[config.mk]
export PLATFORM = sky130hd
export DESIGN_NAME = dhl_cordic_cell
export DESIGN_NICKNAME = d
export VERILOG_FILES = /design/src/hw/rtl/dhl_pkg.sv /design/src/hw/rtl/dhl_cordic_cell.sv
export SDC_FILE = /design/constraint.sdc
export NUM_CORES = 1
export LEC_CHECK = 0
export BUFFER_PORTS_ARGS = -buffer_cell sky130_fd_sc_hd__buf_2
export CAP_MARGIN = 20
export CORE_ASPECT_RATIO = 0.7
export CORE_MARGIN = 10
export CORE_UTILIZATION = 59
export DETAILED_ROUTE_END_ITERATION = 10
export PLACE_DENSITY = 0.85
export REMOVE_ABC_BUFFERS = 1
export SLEW_MARGIN = 20
export SYNTH_ARGS = -nofsm -noshare
export SYNTH_HDL_FRONTEND = slang
export SYNTH_SLANG_ARGS = --single-unit
[constraint.sdc]
create_clock -name clk_i -period 6.9 [get_ports clk_i]
set_input_delay 0.345 -clock clk_i [delete_from_list [all_inputs] [get_ports clk_i]]
set_output_delay 0.345 -clock clk_i [all_outputs]
set_load 0.05 [all_outputs]
[src/hw/rtl/dhl_pkg.sv]
// dhl_pkg: shared widths, constants, CORDIC table and arithmetic helpers
// for the link transform pipeline. No dependencies.
package dhl_pkg;

  localparam int unsigned CORDIC_STEPS = 16;
  localparam int unsigned STEP_W = (CORDIC_STEPS > 1) ? $clog2(CORDIC_STEPS) : 1;

  localparam int unsigned ANG_W     = 16;
  localparam int unsigned ANG_SHIFT = 17;
  localparam int unsigned CW        = ANG_W + ANG_SHIFT;
  localparam int unsigned LEN_W     = 24;
  localparam int unsigned TRIG_W    = 16;
  localparam int unsigned CFG_IDX_W = 2;
  localparam int unsigned CFG_W     = 24;

  localparam logic [CFG_IDX_W-1:0] REG_JOINT_OFFSET = 2'd0;
  localparam logic [CFG_IDX_W-1:0] REG_LINK_LENGTH  = 2'd1;
  localparam logic [CFG_IDX_W-1:0] REG_LINK_TWIST   = 2'd2;

  localparam logic signed [CW-1:0] GAIN_Q30    = CW'(64'sd652032874);
  localparam logic signed [CW:0]   PI_Q30      = (CW+1)'(64'sd3373259426);
  localparam logic signed [CW:0]   HALF_PI_Q30 = (CW+1)'(64'sd1686629713);

  localparam int TRIG_ONE = 16384;
  localparam int LEN_MAX  = 8388607;
  localparam int LEN_MIN  = -8388608;

  typedef struct packed {
    logic signed [CW-1:0] x;
    logic signed [CW-1:0] y;
    logic signed [CW-1:0] z;
    logic                 neg;
  } dhl_lane_t;

  typedef struct packed {
    dhl_lane_t th;
    dhl_lane_t al;
  } dhl_pair_t;

  typedef struct packed {
    logic signed [TRIG_W-1:0] rot_00;
    logic signed [TRIG_W-1:0] rot_01;
    logic signed [TRIG_W-1:0] rot_02;
    logic signed [TRIG_W-1:0] rot_10;
    logic signed [TRIG_W-1:0] rot_11;
    logic signed [TRIG_W-1:0] rot_12;
    logic signed [TRIG_W-1:0] rot_21;
    logic signed [TRIG_W-1:0] rot_22;
    logic signed [LEN_W-1:0]  pos_x;
    logic signed [LEN_W-1:0]  pos_y;
  } dhl_result_t;

  // atan(2^-i) in Q2.30
  function automatic logic signed [CW-1:0] dhl_atan(input logic [4:0] i);
    logic signed [CW-1:0] r;
    unique case (i)
      5'd0:    r = CW'(64'sd843314857);
      5'd1:    r = CW'(64'sd497837829);
      5'd2:    r = CW'(64'sd263043837);
      5'd3:    r = CW'(64'sd133525159);
      5'd4:    r = CW'(64'sd67021687);
      5'd5:    r = CW'(64'sd33543516);
      5'd6:    r = CW'(64'sd16775851);
      5'd7:    r = CW'(64'sd8388437);
      5'd8:    r = CW'(64'sd4194283);
      5'd9:    r = CW'(64'sd2097149);
      5'd10:   r = CW'(64'sd1048576);
      default: r = CW'(1) << (5'd30 - i);
    endcase
    return r;
  endfunction

  // widen to Q2.30 and fold into [-pi/2, pi/2]
  function automatic dhl_lane_t dhl_reduce(input logic signed [ANG_W-1:0] ang);
    logic signed [CW:0] z;
    dhl_lane_t          r;
    z     = $signed({ang, {ANG_SHIFT{1'b0}}});
    r.x   = GAIN_Q30;
    r.y   = '0;
    r.neg = 1'b0;
    if (z > HALF_PI_Q30) begin
      z     = z - PI_Q30;
      r.neg = 1'b1;
    end else if (z < -HALF_PI_Q30) begin
      z     = z + PI_Q30;
      r.neg = 1'b1;
    end
    r.z = z[CW-1:0];
    return r;
  endfunction

  function automatic dhl_lane_t dhl_rotate(input dhl_lane_t l,
                                           input logic [STEP_W-1:0] step,
                                           input logic signed [CW-1:0] atan);
    logic signed [CW-1:0] x;
    logic signed [CW-1:0] y;
    logic signed [CW-1:0] dx;
    logic signed [CW-1:0] dy;
    dhl_lane_t            r;
    x  = l.x;
    y  = l.y;
    dx = y >>> step;
    dy = x >>> step;
    r  = l;
    if (!l.z[CW-1]) begin
      r.x = x - dx;
      r.y = y + dy;
      r.z = l.z - atan;
    end else begin
      r.x = x + dx;
      r.y = y - dy;
      r.z = l.z + atan;
    end
    return r;
  endfunction

  // Q2.30 -> Q1.14, round half up, clamp to +-1
  function automatic logic signed [TRIG_W-1:0] dhl_round_trig(input logic signed [CW-1:0] v,
                                                              input logic neg);
    logic signed [CW+1:0] w;
    logic signed [TRIG_W-1:0] r;
    w = (CW+2)'(v);
    if (neg) begin
      w = -w;
    end
    w = (w + (CW+2)'(32768)) >>> 16;
    if (w > TRIG_ONE) begin
      r = TRIG_W'(TRIG_ONE);
    end else if (w < -TRIG_ONE) begin
      r = TRIG_W'(-TRIG_ONE);
    end else begin
      r = w[TRIG_W-1:0];
    end
    return r;
  endfunction

  function automatic logic signed [TRIG_W-1:0] dhl_rot_mul(input logic signed [TRIG_W-1:0] p,
                                                           input logic signed [TRIG_W-1:0] q,
                                                           input logic neg);
    logic signed [2*TRIG_W:0] w;
    logic signed [TRIG_W-1:0] r;
    w = (2*TRIG_W+1)'(p) * (2*TRIG_W+1)'(q);
    if (neg) begin
      w = -w;
    end
    w = (w + (2*TRIG_W+1)'(8192)) >>> 14;
    if (w > TRIG_ONE) begin
      r = TRIG_W'(TRIG_ONE);
    end else if (w < -TRIG_ONE) begin
      r = TRIG_W'(-TRIG_ONE);
    end else begin
      r = w[TRIG_W-1:0];
    end
    return r;
  endfunction

  function automatic logic signed [LEN_W-1:0] dhl_len_mul(input logic signed [LEN_W-1:0] len,
                                                          input logic signed [TRIG_W-1:0] q);
    logic signed [LEN_W+TRIG_W:0] w;
    logic signed [LEN_W-1:0]      r;
    w = (LEN_W+TRIG_W+1)'(len) * (LEN_W+TRIG_W+1)'(q);
    w = (w + (LEN_W+TRIG_W+1)'(8192)) >>> 14;
    if (w > LEN_MAX) begin
      r = LEN_W'(LEN_MAX);
    end else if (w < LEN_MIN) begin
      r = LEN_W'(LEN_MIN);
    end else begin
      r = w[LEN_W-1:0];
    end
    return r;
  endfunction

endpackage

[src/hw/rtl/dhl_cordic_cell.sv]
// dhl_cordic_cell: one CORDIC micro-rotation for both angle lanes, registered.
// Depends on dhl_pkg.
module dhl_cordic_cell import dhl_pkg::*; (
  input  logic                    clk_i,
  input  logic                    rst_ni,
  input  logic [STEP_W-1:0]       step_i,
  input  logic signed [CW-1:0]    atan_i,
  input  logic                    in_valid_i,
  output logic                    in_ready_o,
  input  dhl_pair_t               in_data_i,
  output logic                    out_valid_o,
  input  logic                    out_ready_i,
  output dhl_pair_t               out_data_o
);

  logic      valid_q;
  dhl_pair_t data_q;
  dhl_pair_t data_d;

  assign in_ready_o = !valid_q || out_ready_i;

  always_comb begin
    data_d.th = dhl_rotate(in_data_i.th, step_i, atan_i);
    data_d.al = dhl_rotate(in_data_i.al, step_i, atan_i);
  end

  always_ff @(posedge clk_i or negedge rst_ni) begin
    if (!rst_ni) begin
      valid_q <= 1'b0;
    end else if (in_ready_o) begin
      valid_q <= in_valid_i;
    end
  end

  always_ff @(posedge clk_i) begin
    if (in_ready_o && in_valid_i) begin
      data_q <= data_d;
    end
  end

  assign out_valid_o = valid_q;
  assign out_data_o  = data_q;

endmodule

**Yosys cells after proc, flatten, opt, wreduce, memory -nomap -nowiden**

Cells that the tools add are included.

- Bits in registers: 201
- Logic and storage cells: 30
- Input port bits: 241
- Output and inout port bits: 202

- Shift-type cells: 4
- Reduce and logical (&&, ||, !) cells: 3
- Muxes and demuxes: 2
- $add $sub $neg: 12

Operators with widths:

| kind | count |
|---|---|
| adder 33 bit | 6 |
| 2-to-1 mux 99 bit | 2 |
| subtractor 33 bit | 6 |
| >>> shifter 33 x 4 -> 33 bit | 4 |
| logical AND 1 bit | 1 |
| zero test 1 bit | 1 |
| logical OR 1 bit | 1 |

**Longest topological paths before layout**

Gate-level depths: netlist (run 1).

- Word-level depth: 3
- Depth in mapped cells: 30
- Depth with buffers taken out: 22

**Worst setup path before layout (run 1)**

OpenSTA, ideal clock, no wires.

- Kind: input to register
- Start point: in step_i[2]
- End point: reg data_q (netlist bit out_data_o[98]) (data pin)
- Data required time: 6.635 ns
- Arrival time: 6.036 ns
- Path slack: 0.599 ns
- Buffers on the path: 11
- Setup time: 0.265 ns
- Stages on the path: 29
- Cells stage by stage: buf_2 > buf_2 > buf_2 > buf_2 > buf_2 > buf_2 > clkbuf_1 > buf_2 > buf_2 > clkbuf_1 > nand2_1 > o21ai_0 > ha_1 > o211a_1 > o21a_1 > and4b_1 > a21oi_1 > xor2_1 > ha_1 > and4_1 > clkbuf_1 > and2_1 > a211o_1 > a21o_1 > o31ai_1 > o21bai_1 > a31oi_1 > o21ai_0 > xor2_1

RTL lines:

| item | line | source |
|---|---|---|
| from (decl) | dhl_cordic_cell.sv:6 | `input logic [STEP_W-1:0] step_i,` |
| to (signal assigned) | dhl_cordic_cell.sv:37 | `data_q <= data_d;` |
| to (decl) | dhl_cordic_cell.sv:17 | `dhl_pair_t data_q;` |

==> out/metrics.yaml, run 1 <==
run_status:
  status: "completed"
timing:
  worst_slew_pin_slew_ns: 1.23
  period_minus_slack_ns: 6.16
  fin_ws_ns: 0.741
  finalCritPeriodShare: 0.893
  final_max_slew_viol_count: 0
  skew_ns: 0.0227
  hold_viol_final: 0
  max_slew_margin: 0.174
  max_clock_freq_mhz: 162
  rsz0062_at_grt: "no"
  setup_viol: 0
  setup_tns_ns: 0
drt:
  drcViolationCount: 0
  dr.pass1.iters: 6
  routedWlPerCell_um: 23.8
  ant_nets: 0
  drtIter0Drc: 3751
  via_per_inst: 6.71
  wl_mm: 94.9
  num_vias: 26800
placed_design:
  hpwl_mm: 73.7
  place_inst: 3930
  gp_congestion: 1.01
  post-place-ws_ns: 0.603
  port-buffer-count: 442
setup_path:
  reg2reg_slack_ns: 4.41
  crit_fanout: 88
  arrival_ns: 6.45
  startpoint_type: "input pin"
  crit_start: "step_i[3]"
  crit_type: "input pin to flop"
  cp_data_required_time_ns: 7.19
  cp-end-kind: "flop"
  r2r_cells: 3
  reg2reg_from: "out_valid_o"
global_route:
  antenna_found_initial: 13
  grt_use_total: 0.331
  overflow: 0
  grt_pass1_vias: 25400
  grt_max_degree: 139
  grt_pass1_wl_mm: 145
clocking:
  insertion_delay_ns: 0.56
  cts-buffers-inserted: 23
  cts_max_path_buffers: 3
  cts_tree: "done"
  cts_resized: 0
  cts_sinks: 201
  cts-root-buf: "clkbuf_16"
  cts.clk_slew.worst_paths_ns: 0.06
  hold_buffers: 4
  cts_htree_levels: 1
  post_cts.repair.setup_buffers: 0
synthesis:
  yosys_warnings: 0
  synth_cell_types: 97
  synth_edf_count: 200
  syn_inst: 2996
  syn_area_per_cell_um2: 9.02
  synth_area_um2: 27000
  ys_async_sr_fraction: 0.00498
  synth-seq-cells: 201
  ys_seq_area_frac: 0.223
  synth_ff_type: "edfxtp_1"
flow_run:
  maxCapViolations: 0
cells_and_area:
  final_common_cell: "buf_2"
  mostFrequentLayoutCells: "buf_2 (437), a21oi_1 (260), nor2_1 (249), nand2_1 (229), edfxtp_1 (200)"
  layout-drive-gt1-share: 0.218
  final_nets: 3802
  syn2layout_area_growth_pct: 12.4
  fin_cells: 3992
power:
  leakage_nw: 12.8
  vdd_drop_max_uv: 202
  power_density_nw_per_um2: 234
min_path:
  hp-class: "input pin to asynchronous set/reset pin"
floorplan:
  core_um2: 45100
  dieWidth_um: 276
  fp-row-count: 65
  num_io_pins: 443
  fp.dieArea_um2: 54900
  start_util: 0.599
  die-height_um: 199
final timing paths:
kind / to
min reg2reg: out_valid_o
min: out_valid_o
max reg2reg: out_data_o[75]
max: out_data_o[166]
min in group clk_i: out_data_o[101]
max in group asynchronous: out_valid_o
through the flow:
stage | hold WS, ns | util | cell area [um2] | total power, mW
6_report | 0.0860 | 0.673 | 30400 | 7.10
2_1_floorplan | 0.0494 | - | 26300 | 4.73
3_5_place_dp | 0.122 | 0.655 | 29600 | 5.77
5_1_grt | 0.0796 | 0.673 | 30400 | 7.47
4_1_cts | 0.0576 | 0.672 | 30300 | 7.05
3_3_place_gp | 0.119 | 0.655 | 29600 | 5.71
report_power, final:
part / leakage (nW) / total, mW / internal [mW] / switching (mW)
combinational: 10.5 / 4.06 / 1.40 / 2.66
sequential: 1.91 / 1.78 / 1.72 / 0.0665
clock: 0.349 / 1.25 / 0.693 / 0.561
area by class of cell:
| type | count | area, um2 |
|---|---|---|
| Clock inverter | 14 | 141 |
| Tap cell | 603 | 754 |
| Clock buffer | 27 | 591 |
| Multi-Input combinational cell | 2584 | 20000 |
| Antenna cell | 17 | 42.5 |
| Sequential cell | 201 | 6030 |
| Timing Repair Buffer | 478 | 2570 |
| Inverter | 68 | 255 |
| Fill cell | 3692 | 14800 |
cells by family after synthesis:
family	after synthesis	synth area share
AO/OA/AOI/OAI	866	0.206
XOR/XNOR	353	0.114
adder cells (fa/ha/maj)	205	0.0966
buffers and inverters	211	0.0370
flip-flops	201	0.223
multiplexers	295	0.165
AND/OR/NAND/NOR	865	0.158
sequential cells by signal (all words and copies together) (netlist names):
signal	cells
out_valid_o	1
out_data_o	200
cells in the mapped netlist, drive strengths merged (27+ instances only):
cell type  instances  share of area
o21ai            155          0.029
nor2             250          0.035
edfxtp           200           0.22
buf               88          0.020
nand3             53          0.010
a31oi             62          0.014
inv               67         0.0093
xor2             163          0.053
a21o              88          0.024
a21oi            261          0.048
clkbuf            55         0.0076
xnor2            190          0.062
mux2i            108          0.040
nor2b             31         0.0072
nand4             32         0.0079
o21a              36          0.010
or3               30         0.0069
ha               199          0.092
nor3              57          0.011
a211oi            29         0.0084
and3              30         0.0069
o21bai            29         0.0081
nand2            231          0.032
nand2b            43          0.010
mux4             110          0.092
and2              27         0.0063
mux2              77          0.032
per-layer routing:
metal  up-vias  track usage  wire length, um
li1      12100            -                -
met1     12500        0.439            36500
met2      1885        0.495            40700
met3       300        0.101            13700
met4         0        0.133             3990
met5         -            0                0
critical path, stage by stage:
cell and delay (ns):
buf_6 0.56, buf_4 0.39, mux4_2 0.37, a211o_1 0.28
o32ai_1 0.30, nand3_2 0.22, nor4_4 0.45, nor3b_1 0.45
nor2_1 0.10, xnor2_1 0.16, ha_1 0.36, a21o_1 0.20
o21bai_1 0.16, a21o_1 0.18, a211oi_1 0.32, a211oi_1 0.17
a2111oi_0 0.90, o31ai_1 0.23, xnor2_1 0.17
Power figures use the tool's default switching activity.
==> inputs of run 2 (changes only) <==
- clock period: 6.9 -> 6.66 ns (I/O delays scaled with it)
==> run 2 against run 1 <==
  * Clock skew is 0.0096 ns lower
  * Clock-buffer cell count is 2 lower
  * First-iteration DRC count is 7.5% lower
  * Critical path type unchanged
  * Highest routed layer unchanged
==> out/metrics.yaml, run 2 (synthesized netlist as in run 1, its figures left out) <==
floorplan:
  dieWidth_um: 276  # unchanged
  die-height_um: 199  # unchanged
  fp.dieArea_um2: 54900  # unchanged
  fp-row-count: 65  # unchanged
  core_um2: 45100  # unchanged
  num_io_pins: 443  # unchanged
  start_util: 0.599  # unchanged
drt:
  dr.pass1.iters: 9  # +3
  wl_mm: 94.4  # -0.52%
  num_vias: 26900  # +0.19%
  via_per_inst: 6.70  # -0.18%
  drcViolationCount: 0  # unchanged
  ant_nets: 0  # unchanged
  routedWlPerCell_um: 23.6  # -0.89%
  drtIter0Drc: 3468  # -7.5%
clocking:
  cts_tree: "done"
  cts.clk_slew.worst_paths_ns: 0.06  # about the same
  cts_resized: 0  # unchanged
  insertion_delay_ns: 0.57  # about the same
  cts_sinks: 201  # unchanged
  cts_max_path_buffers: 3  # unchanged
  hold_buffers: 4  # unchanged
  cts-root-buf: "clkbuf_16"
  post_cts.repair.setup_buffers: 0  # unchanged
  cts-buffers-inserted: 24  # +4.3%
  cts_htree_levels: 1  # unchanged
setup_path:
  r2r_cells: 3  # unchanged
  cp_slowest_cell: "a2111oi_0"
  startpoint_type: "input pin"
  crit_chain: "buf_6, buf_4, mux4_2, mux2_1, mux2i_1, nand3_2, nor4_4, buf_4, nor3b_1, nor2_1, xnor2_1, ha_1, a21o_1, o21bai_1, a21o_1, a211oi_1, a211oi_1, a2111oi_0, o31ai_1, xnor2_1"
  crit_fanout: 50  # -43%
  cp-end-kind: "flop"
  cp_data_required_time_ns: 6.97  # -0.22 ns
  crit_type: "input pin to flop"
  arrival_ns: 6.11  # -0.34 ns
  worst_path_largest_cell_delay_ns: 0.77  # -0.13 ns
flow_run:
  maxCapViolations: 0  # unchanged
run_status:
  status: "completed"
timing:
  worst_slew_pin_slew_ns: 1.11  # -0.120 ns
  finalCritPeriodShare: 0.870
  setup_viol: 0  # unchanged
  final_max_slew_viol_count: 0  # unchanged
  skew_ns: 0.0131  # -0.00958 ns
  max_slew_margin: 0.254  # +0.0803
  hold_viol_final: 0  # unchanged
  hold_slack_ns: 0.0680  # -0.0180 ns
  period_minus_slack_ns: 5.79
  setup_tns_ns: 0  # unchanged
  rsz0062_at_grt: "no"
  max_clock_freq_mhz: 173
cells_and_area:
  final_common_cell: "buf_2"
  final_nets: 3821  # +0.50%
  largest_reg_flops: 200  # unchanged
  fin_cells: 4007  # +0.38%
  mostFrequentLayoutCells: "buf_2 (437), a21oi_1 (260), nor2_1 (249), nand2_1 (229), edfxtp_1 (200)"
  layout-drive-gt1-share: 0.224  # +0.00556
  syn2layout_area_growth_pct: 13.1
placed_design:
  place_inst: 3948  # +0.46%
  port-buffer-count: 442  # unchanged
  gp_congestion: 1.02  # +0.51%
  hpwl_mm: 73.8  # about the same
global_route:
  grt_use_total: 0.328  # -0.00309
  antenna_found_initial: 11  # -2
  grt_pass1_wl_mm: 143  # -1.2%
  grt_max_degree: 140  # +0.72%
  grt_pass1_vias: 24800  # -2.3%
  overflow: 0  # unchanged
power:
  power_density_nw_per_um2: 246  # +5.1%
  vdd_drop_max_uv: 229  # +14%
  leakage_nw: 12.9  # +1.0%
min_path:
  hold_depth: 2
  hp-class: "input pin to flop"
==> run 2: worst max-delay path: cells and delay by family <==
| kind | cells | cell delay, ns |
|---|---|---|
| AO/OA/AOI/OAI | 7 | 2.00 |
| buffers and inverters | 3 | 0.95 |
| multiplexers | 3 | 1.16 |
| XOR/XNOR | 2 | 0.31 |
| AND/OR/NAND/NOR | 4 | 0.92 |
| adder cells (fa/ha/maj) | 1 | 0.36 |
==> run 2: through the flow <==
step	cell area, um2	util	setup WS [ns]	power [mW]
floorplan	26300	-	0.389	4.90
global placement	29700	0.657	0.524	5.93
detailed placement	29700	0.657	0.509	5.97
CTS	30500	0.676	1.07	7.45
global route	30500	0.677	0.504	7.89
finish	30600	0.677	0.867	7.51
==> run 2: cell type report <==
cell class                 count  area (um2)
clock inverter                17         230
timing repair buffer         496        2660
tap                          603         754
inverter                      68         255
antenna                       13        32.5
fill                        3649       14600
clock buffer                  25         604
sequential                   201        6030
multi-input combinational   2584       20000
==> run 2: routing by layer <==
layer / share of wire / wire [um] / track usage / vias up
met3: 0.14 / 13600 / 0.0993 / 269
met4: 0.039 / 3710 / 0.106 / 0
met1: 0.39 / 36900 / 0.442 / 12400
met5: 0 / 0 / 0 / -
met2: 0.43 / 40200 / 0.495 / 1983
li1: - / - / - / 12200
==> run 2: worst paths after layout <==
kind                                      from         endpoint  slack (ns)
worst max-delay path                 step_i[1]  out_data_o[166]        0.87
worst min-delay path            in_data_i[101]  out_data_o[101]        0.07
worst max register to register     out_valid_o   out_data_o[64]        4.32
worst min register to register     out_valid_o      out_valid_o        0.57
max in group asynchronous               rst_ni      out_valid_o        6.49
min in group asynchronous               rst_ni      out_valid_o        0.08
==> run 2: power breakdown <==
| part | internal, mW | leakage [nW] | switching [mW] |
|---|---|---|---|
| Combinational | 1.46 | 10.6 | 2.76 |
| Sequential | 1.78 | 1.91 | 0.0702 |
| Clock | 0.854 | 0.404 | 0.593 |
| Total | 4.09 | 12.9 | 3.42 |
